### src/rtl/core/packet_token_bucket_shaper_defines.svh
// Assertion macros used by the shaper's top-level RTL.
`ifndef PACKET_TOKEN_BUCKET_SHAPER_DEFINES_SVH
`define PACKET_TOKEN_BUCKET_SHAPER_DEFINES_SVH

// Same-cycle implication, sampled on clk and idle while arst_n is low.
`define PTS_ASSERT_NOW(lbl, ante, cons, msg) \
	lbl: assert property (@(posedge clk) disable iff (!arst_n) (ante) |-> (cons)) \
		else $error(msg);

// Next-cycle implication.
`define PTS_ASSERT_NEXT(lbl, ante, cons, msg) \
	lbl: assert property (@(posedge clk) disable iff (!arst_n) (ante) |=> (cons)) \
		else $error(msg);

`endif

### src/rtl/core/pts_pkg.sv
package pts_pkg;

	localparam int PKT_HANDLE_W = 16;
	localparam int PROTO_W      = 8;
	localparam int ADDR_W       = 32;
	localparam int TOKEN_W      = 8;
	localparam int HELD_W       = 5;
	localparam int VERDICT_W    = 2;
	localparam int CFG_IDX_W    = 2;
	localparam int CFG_DATA_W   = 32;

	localparam int DEF_HOLD_DEPTH  = 16;
	localparam int DEF_HANDLE_BITS = 16;

	localparam logic [PROTO_W-1:0] RST_MATCH_PROTOCOL = 8'd17;
	localparam logic [ADDR_W-1:0]  RST_EXEMPT_ADDRESS = 32'd16777343;
	localparam logic [TOKEN_W-1:0] RST_TOKEN_CAP      = 8'd10;
	localparam logic [HELD_W-1:0]  RST_HOLD_LIMIT     = 5'd10;

	localparam logic [CFG_IDX_W-1:0] REG_MATCH_PROTOCOL = 2'd0;
	localparam logic [CFG_IDX_W-1:0] REG_EXEMPT_ADDRESS = 2'd1;
	localparam logic [CFG_IDX_W-1:0] REG_TOKEN_CAP      = 2'd2;
	localparam logic [CFG_IDX_W-1:0] REG_HOLD_LIMIT     = 2'd3;

	localparam logic [VERDICT_W-1:0] VERDICT_PASS    = 2'd0;
	localparam logic [VERDICT_W-1:0] VERDICT_HELD    = 2'd1;
	localparam logic [VERDICT_W-1:0] VERDICT_DROPPED = 2'd2;
	localparam logic [VERDICT_W-1:0] VERDICT_NONE    = 2'd3;

	// Classification of one queued beat.
	typedef struct packed {
		logic tick;
		logic limited;
	} pts_cls_t;

	// Stored handle width: the handle field never carries more than 16 bits.
	function automatic int pts_store_w(input int handle_bits);
		return (handle_bits < PKT_HANDLE_W) ? handle_bits : PKT_HANDLE_W;
	endfunction

endpackage

### src/rtl/core/pts_ram.sv
module pts_ram #(
	parameter int WIDTH = 16,
	parameter int DEPTH = 16
) (
	input  logic                                     clk,
	input  logic                                     we,
	input  logic [((DEPTH > 1) ? $clog2(DEPTH) : 1)-1:0] waddr,
	input  logic [WIDTH-1:0]                         wdata,
	input  logic                                     re,
	input  logic [((DEPTH > 1) ? $clog2(DEPTH) : 1)-1:0] raddr,
	output logic [WIDTH-1:0]                         rdata
);

	logic [WIDTH-1:0] mem_q [DEPTH];
	logic [WIDTH-1:0] rdata_q;

	always_ff @(posedge clk) begin
		if (we) begin
			mem_q[waddr] <= wdata;
		end
		if (re) begin
			rdata_q <= mem_q[raddr];
		end
	end

	assign rdata = rdata_q;

endmodule

### src/rtl/core/pts_front.sv
module pts_front #(
	parameter int HANDLE_BITS = pts_pkg::DEF_HANDLE_BITS
) (
	input  logic                                            func,
	input  logic [pts_pkg::PROTO_W-1:0]                     protocol,
	input  logic [pts_pkg::ADDR_W-1:0]                      dest_address,
	input  logic [pts_pkg::PKT_HANDLE_W-1:0]                packet_handle,
	input  logic [pts_pkg::PROTO_W-1:0]                     match_protocol,
	input  logic [pts_pkg::ADDR_W-1:0]                      exempt_address,
	output pts_pkg::pts_cls_t                               cls,
	output logic [pts_pkg::pts_store_w(HANDLE_BITS)-1:0]    handle
);

	import pts_pkg::*;

	localparam int HW = pts_store_w(HANDLE_BITS);

	always_comb begin
		cls.tick    = func;
		cls.limited = (protocol == match_protocol) && (dest_address != exempt_address);
	end

	assign handle = packet_handle[HW-1:0];

endmodule

### src/rtl/core/pts_queue.sv
module pts_queue #(
	parameter int WIDTH = 18
) (
	input  logic             clk,
	input  logic             arst_n,
	input  logic             push,
	input  logic [WIDTH-1:0] push_data,
	output logic             full,
	input  logic             pop,
	output logic             pop_valid,
	output logic [WIDTH-1:0] pop_data
);

	logic [WIDTH-1:0] slot_q [2];
	logic             wr_q;
	logic             rd_q;
	logic [1:0]       cnt_q;
	logic             do_push;
	logic             do_pop;

	assign full      = (cnt_q == 2'd2);
	assign pop_valid = (cnt_q != 2'd0);
	assign pop_data  = slot_q[rd_q];
	assign do_push   = push && !full;
	assign do_pop    = pop && pop_valid;

	always_ff @(posedge clk) begin
		if (do_push) begin
			slot_q[wr_q] <= push_data;
		end
	end

	always_ff @(posedge clk or negedge arst_n) begin
		if (!arst_n) begin
			wr_q  <= 1'b0;
			rd_q  <= 1'b0;
			cnt_q <= 2'd0;
		end else begin
			if (do_push) begin
				wr_q <= !wr_q;
			end
			if (do_pop) begin
				rd_q <= !rd_q;
			end
			cnt_q <= cnt_q + 2'(do_push) - 2'(do_pop);
		end
	end

endmodule

### src/rtl/core/pts_back.sv
module pts_back #(
	parameter int HOLD_DEPTH  = pts_pkg::DEF_HOLD_DEPTH,
	parameter int HANDLE_BITS = pts_pkg::DEF_HANDLE_BITS
) (
	input  logic                                         clk,
	input  logic                                         arst_n,
	input  logic                                         ent_valid,
	input  pts_pkg::pts_cls_t                            ent_cls,
	input  logic [pts_pkg::pts_store_w(HANDLE_BITS)-1:0] ent_handle,
	output logic                                         ent_pop,
	input  logic [pts_pkg::TOKEN_W-1:0]                  token_cap,
	input  logic [pts_pkg::HELD_W-1:0]                   hold_limit,
	output logic                                         out_valid,
	input  logic                                         out_stall,
	output logic [pts_pkg::VERDICT_W-1:0]                verdict,
	output logic                                         release_valid,
	output logic [pts_pkg::PKT_HANDLE_W-1:0]             release_handle,
	output logic [pts_pkg::TOKEN_W-1:0]                  tokens_now,
	output logic [pts_pkg::HELD_W-1:0]                   held_now
);

	import pts_pkg::*;

	localparam int HW = pts_store_w(HANDLE_BITS);
	localparam int AW = (HOLD_DEPTH > 1) ? $clog2(HOLD_DEPTH) : 1;
	// The hold limit register cannot exceed 31, so a deep store caps nothing.
	localparam logic [HELD_W-1:0] DEPTH_CAP = (HOLD_DEPTH < 32) ? HELD_W'(HOLD_DEPTH) : 5'd31;

	logic [TOKEN_W-1:0]   tok_q;
	logic [HELD_W-1:0]    held_q;
	logic                 out_valid_q;
	logic [VERDICT_W-1:0] verdict_q;
	logic                 rel_q;

	logic                 adv;
	logic                 exec;
	logic [HELD_W-1:0]    eff_limit;
	logic [TOKEN_W-1:0]   tok_d;
	logic [HELD_W-1:0]    held_d;
	logic [VERDICT_W-1:0] verdict_d;
	logic                 rel_d;
	logic                 we;
	logic                 re;
	logic [AW-1:0]        waddr;
	logic [AW-1:0]        raddr;
	logic [HW-1:0]        rdata;

	assign adv       = !out_valid_q || !out_stall;
	assign exec      = ent_valid && adv;
	assign ent_pop   = exec;
	assign eff_limit = (hold_limit < DEPTH_CAP) ? hold_limit : DEPTH_CAP;
	assign waddr     = AW'(held_q);
	assign raddr     = AW'(held_q - 5'd1);

	always_comb begin
		tok_d     = tok_q;
		held_d    = held_q;
		verdict_d = VERDICT_PASS;
		rel_d     = 1'b0;
		we        = 1'b0;
		re        = 1'b0;
		if (ent_cls.tick) begin
			verdict_d = VERDICT_NONE;
			if (held_q != '0) begin
				held_d = held_q - 5'd1;
				rel_d  = 1'b1;
				re     = exec;
			end
			if (tok_q < token_cap) begin
				tok_d = tok_q + 8'd1;
			end
		end else if (ent_cls.limited) begin
			if (tok_q != '0) begin
				tok_d = tok_q - 8'd1;
			end else if (held_q < eff_limit) begin
				held_d    = held_q + 5'd1;
				verdict_d = VERDICT_HELD;
				we        = exec;
			end else begin
				verdict_d = VERDICT_DROPPED;
			end
		end
	end

	pts_ram #(
		.WIDTH(HW),
		.DEPTH(HOLD_DEPTH)
	) u_stack (
		.clk  (clk),
		.we   (we),
		.waddr(waddr),
		.wdata(ent_handle),
		.re   (re),
		.raddr(raddr),
		.rdata(rdata)
	);

	always_ff @(posedge clk or negedge arst_n) begin
		if (!arst_n) begin
			tok_q       <= '0;
			held_q      <= '0;
			out_valid_q <= 1'b0;
		end else begin
			if (adv) begin
				out_valid_q <= ent_valid;
			end
			if (exec) begin
				tok_q  <= tok_d;
				held_q <= held_d;
			end
		end
	end

	always_ff @(posedge clk) begin
		if (exec) begin
			verdict_q <= verdict_d;
			rel_q     <= rel_d;
		end
	end

	// Read data holds while stalled, as the stack is read only on a releasing tick.
	assign out_valid      = out_valid_q;
	assign verdict        = verdict_q;
	assign release_valid  = rel_q;
	assign release_handle = rel_q ? PKT_HANDLE_W'(rdata) : '0;
	assign tokens_now     = tok_q;
	assign held_now       = held_q;

endmodule

### src/rtl/core/packet_token_bucket_shaper.sv
// Flow: a beat accepted on in_valid is pushed into the queue and executed from there;
// its result is registered in the execute stage and shown with out_valid.
// Throughput: one beat per cycle while out_stall is low; a two-entry queue separates
// the classifier from the execute stage, which registers its token, hold count and stack update.
// Reset: arst_n clears the token and hold counts, the queue and the output valid,
// and loads the register defaults; the hold stack is not cleared.
`include "packet_token_bucket_shaper_defines.svh"

module packet_token_bucket_shaper #(
	parameter int HOLD_DEPTH  = pts_pkg::DEF_HOLD_DEPTH,
	parameter int HANDLE_BITS = pts_pkg::DEF_HANDLE_BITS
) (
	input  logic                               clk,
	input  logic                               arst_n,
	input  logic                               in_valid,
	output logic                               in_stall,
	input  logic                               func,
	input  logic [pts_pkg::PROTO_W-1:0]        protocol,
	input  logic [pts_pkg::ADDR_W-1:0]         dest_address,
	input  logic [pts_pkg::PKT_HANDLE_W-1:0]   packet_handle,
	output logic                               out_valid,
	input  logic                               out_stall,
	output logic [pts_pkg::VERDICT_W-1:0]      verdict,
	output logic                               release_valid,
	output logic [pts_pkg::PKT_HANDLE_W-1:0]   release_handle,
	output logic [pts_pkg::TOKEN_W-1:0]        tokens_now,
	output logic [pts_pkg::HELD_W-1:0]         held_now,
	input  logic                               cfg_we,
	input  logic [pts_pkg::CFG_IDX_W-1:0]      cfg_index,
	input  logic [pts_pkg::CFG_DATA_W-1:0]     cfg_wdata
);

	import pts_pkg::*;

	localparam int HW = pts_store_w(HANDLE_BITS);
	localparam int QW = $bits(pts_cls_t) + HW;

	logic [PROTO_W-1:0] match_protocol_q;
	logic [ADDR_W-1:0]  exempt_address_q;
	logic [TOKEN_W-1:0] token_cap_q;
	logic [HELD_W-1:0]  hold_limit_q;

	pts_cls_t          fr_cls;
	logic [HW-1:0]     fr_handle;
	logic              q_full;
	logic              q_valid;
	logic [QW-1:0]     q_data;
	logic              q_pop;
	pts_cls_t          q_cls;
	logic [HW-1:0]     q_handle;
	logic              res_release;
	logic              res_kept;
	logic              res_held;

	always_ff @(posedge clk or negedge arst_n) begin
		if (!arst_n) begin
			match_protocol_q <= RST_MATCH_PROTOCOL;
			exempt_address_q <= RST_EXEMPT_ADDRESS;
			token_cap_q      <= RST_TOKEN_CAP;
			hold_limit_q     <= RST_HOLD_LIMIT;
		end else if (cfg_we) begin
			unique case (cfg_index)
				REG_MATCH_PROTOCOL: match_protocol_q <= cfg_wdata[PROTO_W-1:0];
				REG_EXEMPT_ADDRESS: exempt_address_q <= cfg_wdata[ADDR_W-1:0];
				REG_TOKEN_CAP:      token_cap_q      <= cfg_wdata[TOKEN_W-1:0];
				REG_HOLD_LIMIT:     hold_limit_q     <= cfg_wdata[HELD_W-1:0];
				default: ;
			endcase
		end
	end

	pts_front #(
		.HANDLE_BITS(HANDLE_BITS)
	) u_front (
		.func          (func),
		.protocol      (protocol),
		.dest_address  (dest_address),
		.packet_handle (packet_handle),
		.match_protocol(match_protocol_q),
		.exempt_address(exempt_address_q),
		.cls           (fr_cls),
		.handle        (fr_handle)
	);

	pts_queue #(
		.WIDTH(QW)
	) u_queue (
		.clk      (clk),
		.arst_n   (arst_n),
		.push     (in_valid),
		.push_data({fr_cls, fr_handle}),
		.full     (q_full),
		.pop      (q_pop),
		.pop_valid(q_valid),
		.pop_data (q_data)
	);

	assign in_stall = q_full;
	assign q_cls    = q_data[QW-1:HW];
	assign q_handle = q_data[HW-1:0];

	pts_back #(
		.HOLD_DEPTH (HOLD_DEPTH),
		.HANDLE_BITS(HANDLE_BITS)
	) u_back (
		.clk           (clk),
		.arst_n        (arst_n),
		.ent_valid     (q_valid),
		.ent_cls       (q_cls),
		.ent_handle    (q_handle),
		.ent_pop       (q_pop),
		.token_cap     (token_cap_q),
		.hold_limit    (hold_limit_q),
		.out_valid     (out_valid),
		.out_stall     (out_stall),
		.verdict       (verdict),
		.release_valid (release_valid),
		.release_handle(release_handle),
		.tokens_now    (tokens_now),
		.held_now      (held_now)
	);

	assign res_release = out_valid && release_valid;
	assign res_kept    = out_valid && (verdict == VERDICT_DROPPED || verdict == VERDICT_HELD);
	assign res_held    = out_valid && (verdict == VERDICT_HELD);

	// A release only ever comes from a tick.
	`PTS_ASSERT_NOW(a_release_on_tick, res_release, verdict == VERDICT_NONE, "release on a packet")
	// A packet is held or dropped only when no token was left.
	`PTS_ASSERT_NOW(a_drop_no_token, res_kept, tokens_now == '0, "hold or drop with tokens left")
	`PTS_ASSERT_NOW(a_held_nonzero, res_held, held_now != '0, "held verdict with empty stack")

endmodule
### config.mk
export PLATFORM = sky130hd
export DESIGN_NAME = packet_token_bucket_shaper
export DESIGN_NICKNAME = d
export VERILOG_FILES = /design/src/rtl/core/pts_pkg.sv /design/src/rtl/core/pts_ram.sv /design/src/rtl/core/pts_front.sv /design/src/rtl/core/pts_queue.sv /design/src/rtl/core/pts_back.sv /design/src/rtl/core/packet_token_bucket_shaper.sv
export VERILOG_INCLUDE_DIRS = /design/src /design/src/rtl/core
export SDC_FILE = /design/constraint.sdc
export NUM_CORES = 1
export LEC_CHECK = 0
export BUFFER_PORTS_ARGS = -buffer_cell sky130_fd_sc_hd__buf_4
export CAP_MARGIN = 20
export CORE_MARGIN = 2
export CORE_UTILIZATION = 55
export CTS_CLUSTER_DIAMETER = 50
export DETAILED_ROUTE_END_ITERATION = 7
export GPL_ROUTABILITY_DRIVEN = 1
export GPL_TIMING_DRIVEN = 0
export PLACE_DENSITY = 0.8
export SYNTH_ARGS = -nofsm -noshare
export SYNTH_HDL_FRONTEND = slang
export SYNTH_SLANG_ARGS = --single-unit
### constraint.sdc
create_clock -name clk -period 6.8 [get_ports clk]
set_clock_uncertainty 0.1 [all_clocks]
set_input_delay 1.02 -clock clk [delete_from_list [all_inputs] [get_ports clk]]
set_output_delay 1.02 -clock clk [all_outputs]
set_load 0.02 [all_outputs]
Word level (Yosys, flattened, before mapping):

Memory sizes are Yosys's and may differ from the RTL's. A register that Yosys moved wholly into a read port is not among the register bits.
Cells that the tools add are included.

* add/subtract/negate cells: 6
* $lt $le $gt $ge: 3
* equality and inequality tests: 9
* multiplexer cells: 25
* reductions and logical operators: 23

Operator list (number)
* 8-bit two-way mux: 4
* 32-bit != test: 1
* 5-bit two-way mux: 6
* 16-bit two-way mux: 1
* 1-bit two-way mux: 11
* 8-bit by 1-bit adder with 8-bit output, second input constant: 1
* 8-bit equality test: 1
* 8-bit < comparator: 1
* 2-bit AND reduction: 4
* 2-bit nonzero test: 4
* 8-bit nonzero test: 1
* 8-bit by 1-bit subtractor with 8-bit output, second input constant: 1
* 2-bit equality test, second input constant: 3
* 2-bit two-way mux: 3
* 5-bit by 1-bit adder with 5-bit output, second input constant: 1
* 1-bit zero test: 5
* 5-bit < comparator: 1
* 5-bit < comparator, second input constant: 1
* 5-bit AND reduction: 1
* 5-bit nonzero test: 1
* 5-bit by 1-bit subtractor with 5-bit output, second input constant: 1
* 1-bit logical AND: 4
* 2-bit by 1-bit != test with 1-bit output, second input constant: 2
* 4-bit AND reduction: 1
* 6 further kinds: 6

* flip-flop bits (word level): 74
* RAM bits: 292
* input port bits: 96
* output and inout bits: 34
* word-level logic and storage cells: 80
* memories: 2

Memory list
* u_back.u_stack.mem_q: depth 16, width 16, read ports 1, clocked after memory_dff 1, wr ports 1, line pts_ram.sv:14 `logic [WIDTH-1:0] mem_q [DEPTH];`
* u_queue.slot_q: depth 2, width 18, read ports 1, clocked after memory_dff 0, wr ports 1, line pts_queue.sv:14 `logic [WIDTH-1:0] slot_q [2];`

Longest topological paths before layout:

* depth after elaboration: 9
* depth in mapped cells: 9

Modules after synthesis:

From an unflattened synthesis, not the netlist that was laid out.

* cell total of the unflattened synthesis: 852
* area, all modules: 15905.3 µm²

By module, submodules not included
* pts_ram: instances 1, cells an instance 432, area each 10203.5 µm², sequential area each 8167.8 µm²
* packet_token_bucket_shaper: instances 1, cells an instance 113, area each 2018.2 µm², sequential area each 1343.8 µm²
* pts_back: instances 1, cells an instance 163, area each 1577.8 µm², sequential area each 440.4 µm²
* pts_queue: instances 1, cells an instance 74, area each 1545.2 µm², sequential area each 1181.1 µm²
* pts_front: instances 1, cells an instance 70, area each 560.5 µm², sequential area each 0.0 µm²

Least setup slack after synthesis:

No wires, ideal clock.

* path type: reg-to-reg
* start point: register u_back.held_q[0] (netlist: u_back.held_now[0])
* end point: register u_back.u_stack.rdata_q[0] (netlist: u_back.u_stack.rdata[0]) (read register of u_back.u_stack.mem_q) (data pin)
* setup time: 274 ps
* data arrival time: 2649 ps
* required time: 6426 ps
* setup slack: 3777 ps
* cell stages (with the launch flop): 10
* buffers on the path: 5
* period minus slack after synthesis: 3023 ps
* path through: dfrtp_1 -> buf_6 -> buf_8 -> buf_6 -> inv_1 -> ha_1 -> buf_2 -> clkbuf_1 -> mux4_2 -> mux4_1

* cells in the longest elaborated chain, start to end: 3

RTL lines
* start: declaration: line pts_back.sv:30 `logic [HELD_W-1:0] held_q;`
* start signal: assignment: line pts_back.sv:109 `held_q <= held_d;`
* branches (longest 3 deep; another with 5-bit by 1-bit subtractor with 5-bit output)
* end: declaration: line pts_ram.sv:15 `logic [WIDTH-1:0] rdata_q;`

Parallel ways; which one is timed is not known.
A chain may end at the register's enable or synchronous reset.

Final worst setup path:

* start point: register u_back.held_q[0] (netlist: u_back.held_now[0])
* end point: register u_back.u_stack.rdata_q[13] (netlist: u_back.u_stack.rdata[13]) (read register of u_back.u_stack.mem_q) (data pin)

The elaborated chain is that of the path after synthesis.

==> run_results.csv <==
group,metric,value,unit
run_status,status,"completed",
sta,fmax,251,MHz
flow_run,cap_violations,0,
floorplan,fp.dieH,173,µm
synth,seq_area_frac_synth,71.2,%
detailed_routing,top_layer,"met4",
critical_path,crit_type,"flop to flop",
synth,yosys_register_bits,382,
synth,yosysWarningCount,0,
clock_tree,post-cts-setup-buffers,0,
synth,syn_area,15600,µm²
cells_and_area,final_common_cell,"edfxtp_1",
critical_path,cp_max_fo,10,
sta,grt_setup_unrepaired,"false",
cells_and_area,drive_gt1_share,40.2,%
global_route,grt_pass1_vias,8568,
global_route,grt_pass1_wl,51500,µm
global_route,gr-usage-all-layers,23.0,%
sta,min_period_over_period,58.5,%
synth,syn_inst,795,
detailed_routing,vias,8122,
placed_design,gp_congestion,0.836,
clock_tree,max-clock-path-buffers,3,
floorplan,coreArea,27900,µm²
critical_path,crit_chain,"buf_6 > buf_8 > buf_6 > inv_1 > ha_1 > buf_2 > clkbuf_1 > mux4_2 > mux4_2",
detailed_routing,wl_met1,13100,µm
global_route,grt_antenna_before_repair,1,
clock_tree,ctsResizeCount,0,
critical_path,timing.critical_path.buf_inv,6,
critical_path,startpoint_type,"flop",
synth,syn_area_per_cell,19.7,µm²
clock_tree,clkTransAtPathRegs,0.06,ns
sta,tightest_slew,0.957,ns
critical_path,crit_path_max_incr_delay,0.76,ns
placed_design,port_buffers,129,
synth,synth_nets,916,
detailed_routing,drc,0,
cells_and_area,fillers,1791,
global_route,grt_overflow_total,0,
sta,max_slew_margin,36.2,%
sta,fin_crit,3.98,ns
sta,fin_setup_tns,0,ns
power,p_total,8.31,mW
min_path,min_path_type,"flop to flop",
clock_tree,cts_hold_buffers,0,
synth,async_reset_ff_share,18.6,%
floorplan,std_cell_rows,61,
clock_tree,cts_tree,"built",
critical_path,required,6.95,ns
detailed_routing,met3_wirelength,2870,µm
cells_and_area,seq_area,11100,µm²
power,leakage,6.60,nW
sta,drv_slew,0,
power,p_per_area,444,nW/µm²
synth,synthFlopType,"edfxtp_1",
synth,synth-edff-count,311,
cells_and_area,multi_input_area,4320,µm²
floorplan,ios,130,
detailed_routing,antenna_left,0,
cells_and_area,layout_common_cells,"311 x edfxtp_1, 130 x buf_4, 75 x mux4_2, 75 x mux2_2, 57 x dfrtp_1",
detailed_routing,first_pass_iters,5,
critical_path,cp-end-kind,"flop",
global_route,grt_max_degree,72,
sta,setup_viol,0,
sta,hold_viol_final,0,
floorplan,fp.dieW,173,µm
cells_and_area,area_growth,19.6,%
floorplan,start_util,56.1,%
synth,synth.distinct_cells,49,
clock_tree,cts_sinks,382,
detailed_routing,post_drt_wl_per_cell,24.3,µm
clock_tree,cts.htree.levels,2,
clock_tree,cts_buffers,40,
detailed_routing,dr_wl_met2,17100,µm
clock_tree,clockRootBuffer,"clkbuf_16",
floorplan,die-area,29800,µm²
power,ir_drop,228,µV
clock_tree,worst_skew_pair.late_latency,0.53,ns
cells_and_area,nets,1105,
critical_path,reg2reg_slack,2.82,ns
detailed_routing,drtIter0Drc,868,
detailed_routing,vias_per_cell,5.86,
critical_path,crit_arrival,4.13,ns
critical_path,crit_slowest_cell,"clkbuf_1",
critical_path,path_delay_family,"buffers and inverters",
detailed_routing,routed_wirelength,33700,µm
placed_design,dp_hpwl,22400,µm
==> state kept, by name, summed over array words and instances (netlist names) <==
name                  flops
u_back.u_stack.rdata     16
match_protocol_q          8
u_back.tokens_now         8
u_back.verdict            2
u_queue.slot_q           36
u_queue.rd_q              1
hold_limit_q              5
exempt_address_q         32
u_back.held_now           5
u_queue.wr_q              1
u_queue.cnt_q             2
token_cap_q               8
u_back.release_valid      1
u_back.out_valid          1
u_back.u_stack.mem_q    256
==> final cells by class <==
| cell class | instances | area share [%] |
|---|---|---|
| Clock inverter | 16 | 1.14 |
| Buffer | 26 | 0.883 |
| Timing Repair Buffer | 147 | 6.79 |
| Tap cell | 378 | 2.53 |
| Multi-Input combinational cell | 371 | 23.1 |
| Antenna cell | 1 | 0.0134 |
| Sequential cell | 382 | 59.6 |
| Clock buffer | 50 | 5.67 |
| Inverter | 16 | 0.321 |
==> through the flow <==
stage	util [%]	area, µm²	hold WS [ns]	std cells	setup slack, ns
5_1_grt	67.1	18700	0.419	1386	2.76
3_3_place_gp	61.3	17100	0.376	1302	2.51
6_report	67.1	18700	0.404	1387	2.82
2_1_floorplan	-	15600	0.361	795	3.78
4_1_cts	67.1	18700	0.412	1385	2.85
3_5_place_dp	62.5	17400	0.396	1319	2.93
==> synth_stat cells, types with 4 or more instances <==
library cell,count,share of area [%]
edfxtp_1,311,60
mux2_2,75,5.4
mux4_2,75,11
dfrtp_1,57,9.1
xnor2_1,56,3.1
ha_1,24,1.9
nor2_1,24,0.58
and2_1,17,0.68
nand2_1,17,0.41
inv_1,15,0.36
dfstp_2,14,2.4
clkbuf_1,11,0.26
a21oi_1,10,0.32
nand4_1,10,0.40
buf_2,8,0.26
nand3_1,6,0.19
o21ai_0,6,0.19
mux4_1,5,0.84
buf_6,4,0.29
nand2b_1,4,0.16
nor4_1,4,0.16
o211ai_1,4,0.19
==> metal layers <==
layer,GRT usage [%],up-vias
met4,5.59,0
met3,5.54,49
li1,-,3524
met1,29.9,4163
met2,39.4,386
met5,0,-
==> power by group <==
group / switching (mW) / internal [mW] / leakage (nW)
Sequential: 0.158 / 3.05 / 3.63
Combinational: 1.61 / 1.37 / 2.35
Clock: 0.861 / 1.26 / 0.617
Total: 2.63 / 5.68 / 6.60
==> cell families after synthesis <==
family                     Yosys count  share of synthesized area, %
buffers and inverters               42                          1.44
and+or+nand+nor                     98                          3.35
adders and majority gates           25                          2.05
AOI/OAI and AO/OA                   31                          1.37
DFF                                382                          71.2
xor gates and xnor gates            58                          3.25
muxes                              159                          17.3
==> worst paths after layout <==
check,from,endpoint,cells after the start
min reg2reg,u_queue.cnt_q[0],u_back.out_valid,1
max reg2reg,u_back.held_now[0],u_back.u_stack.rdata[13],9
max in group asynchronous,arst_n,exempt_address_q[8],1
min,u_queue.cnt_q[0],u_back.out_valid,1
max,u_back.held_now[0],u_back.u_stack.rdata[13],9
min in group asynchronous,arst_n,exempt_address_q[26],1
Note: power is estimated with default switching activity, not from simulation.
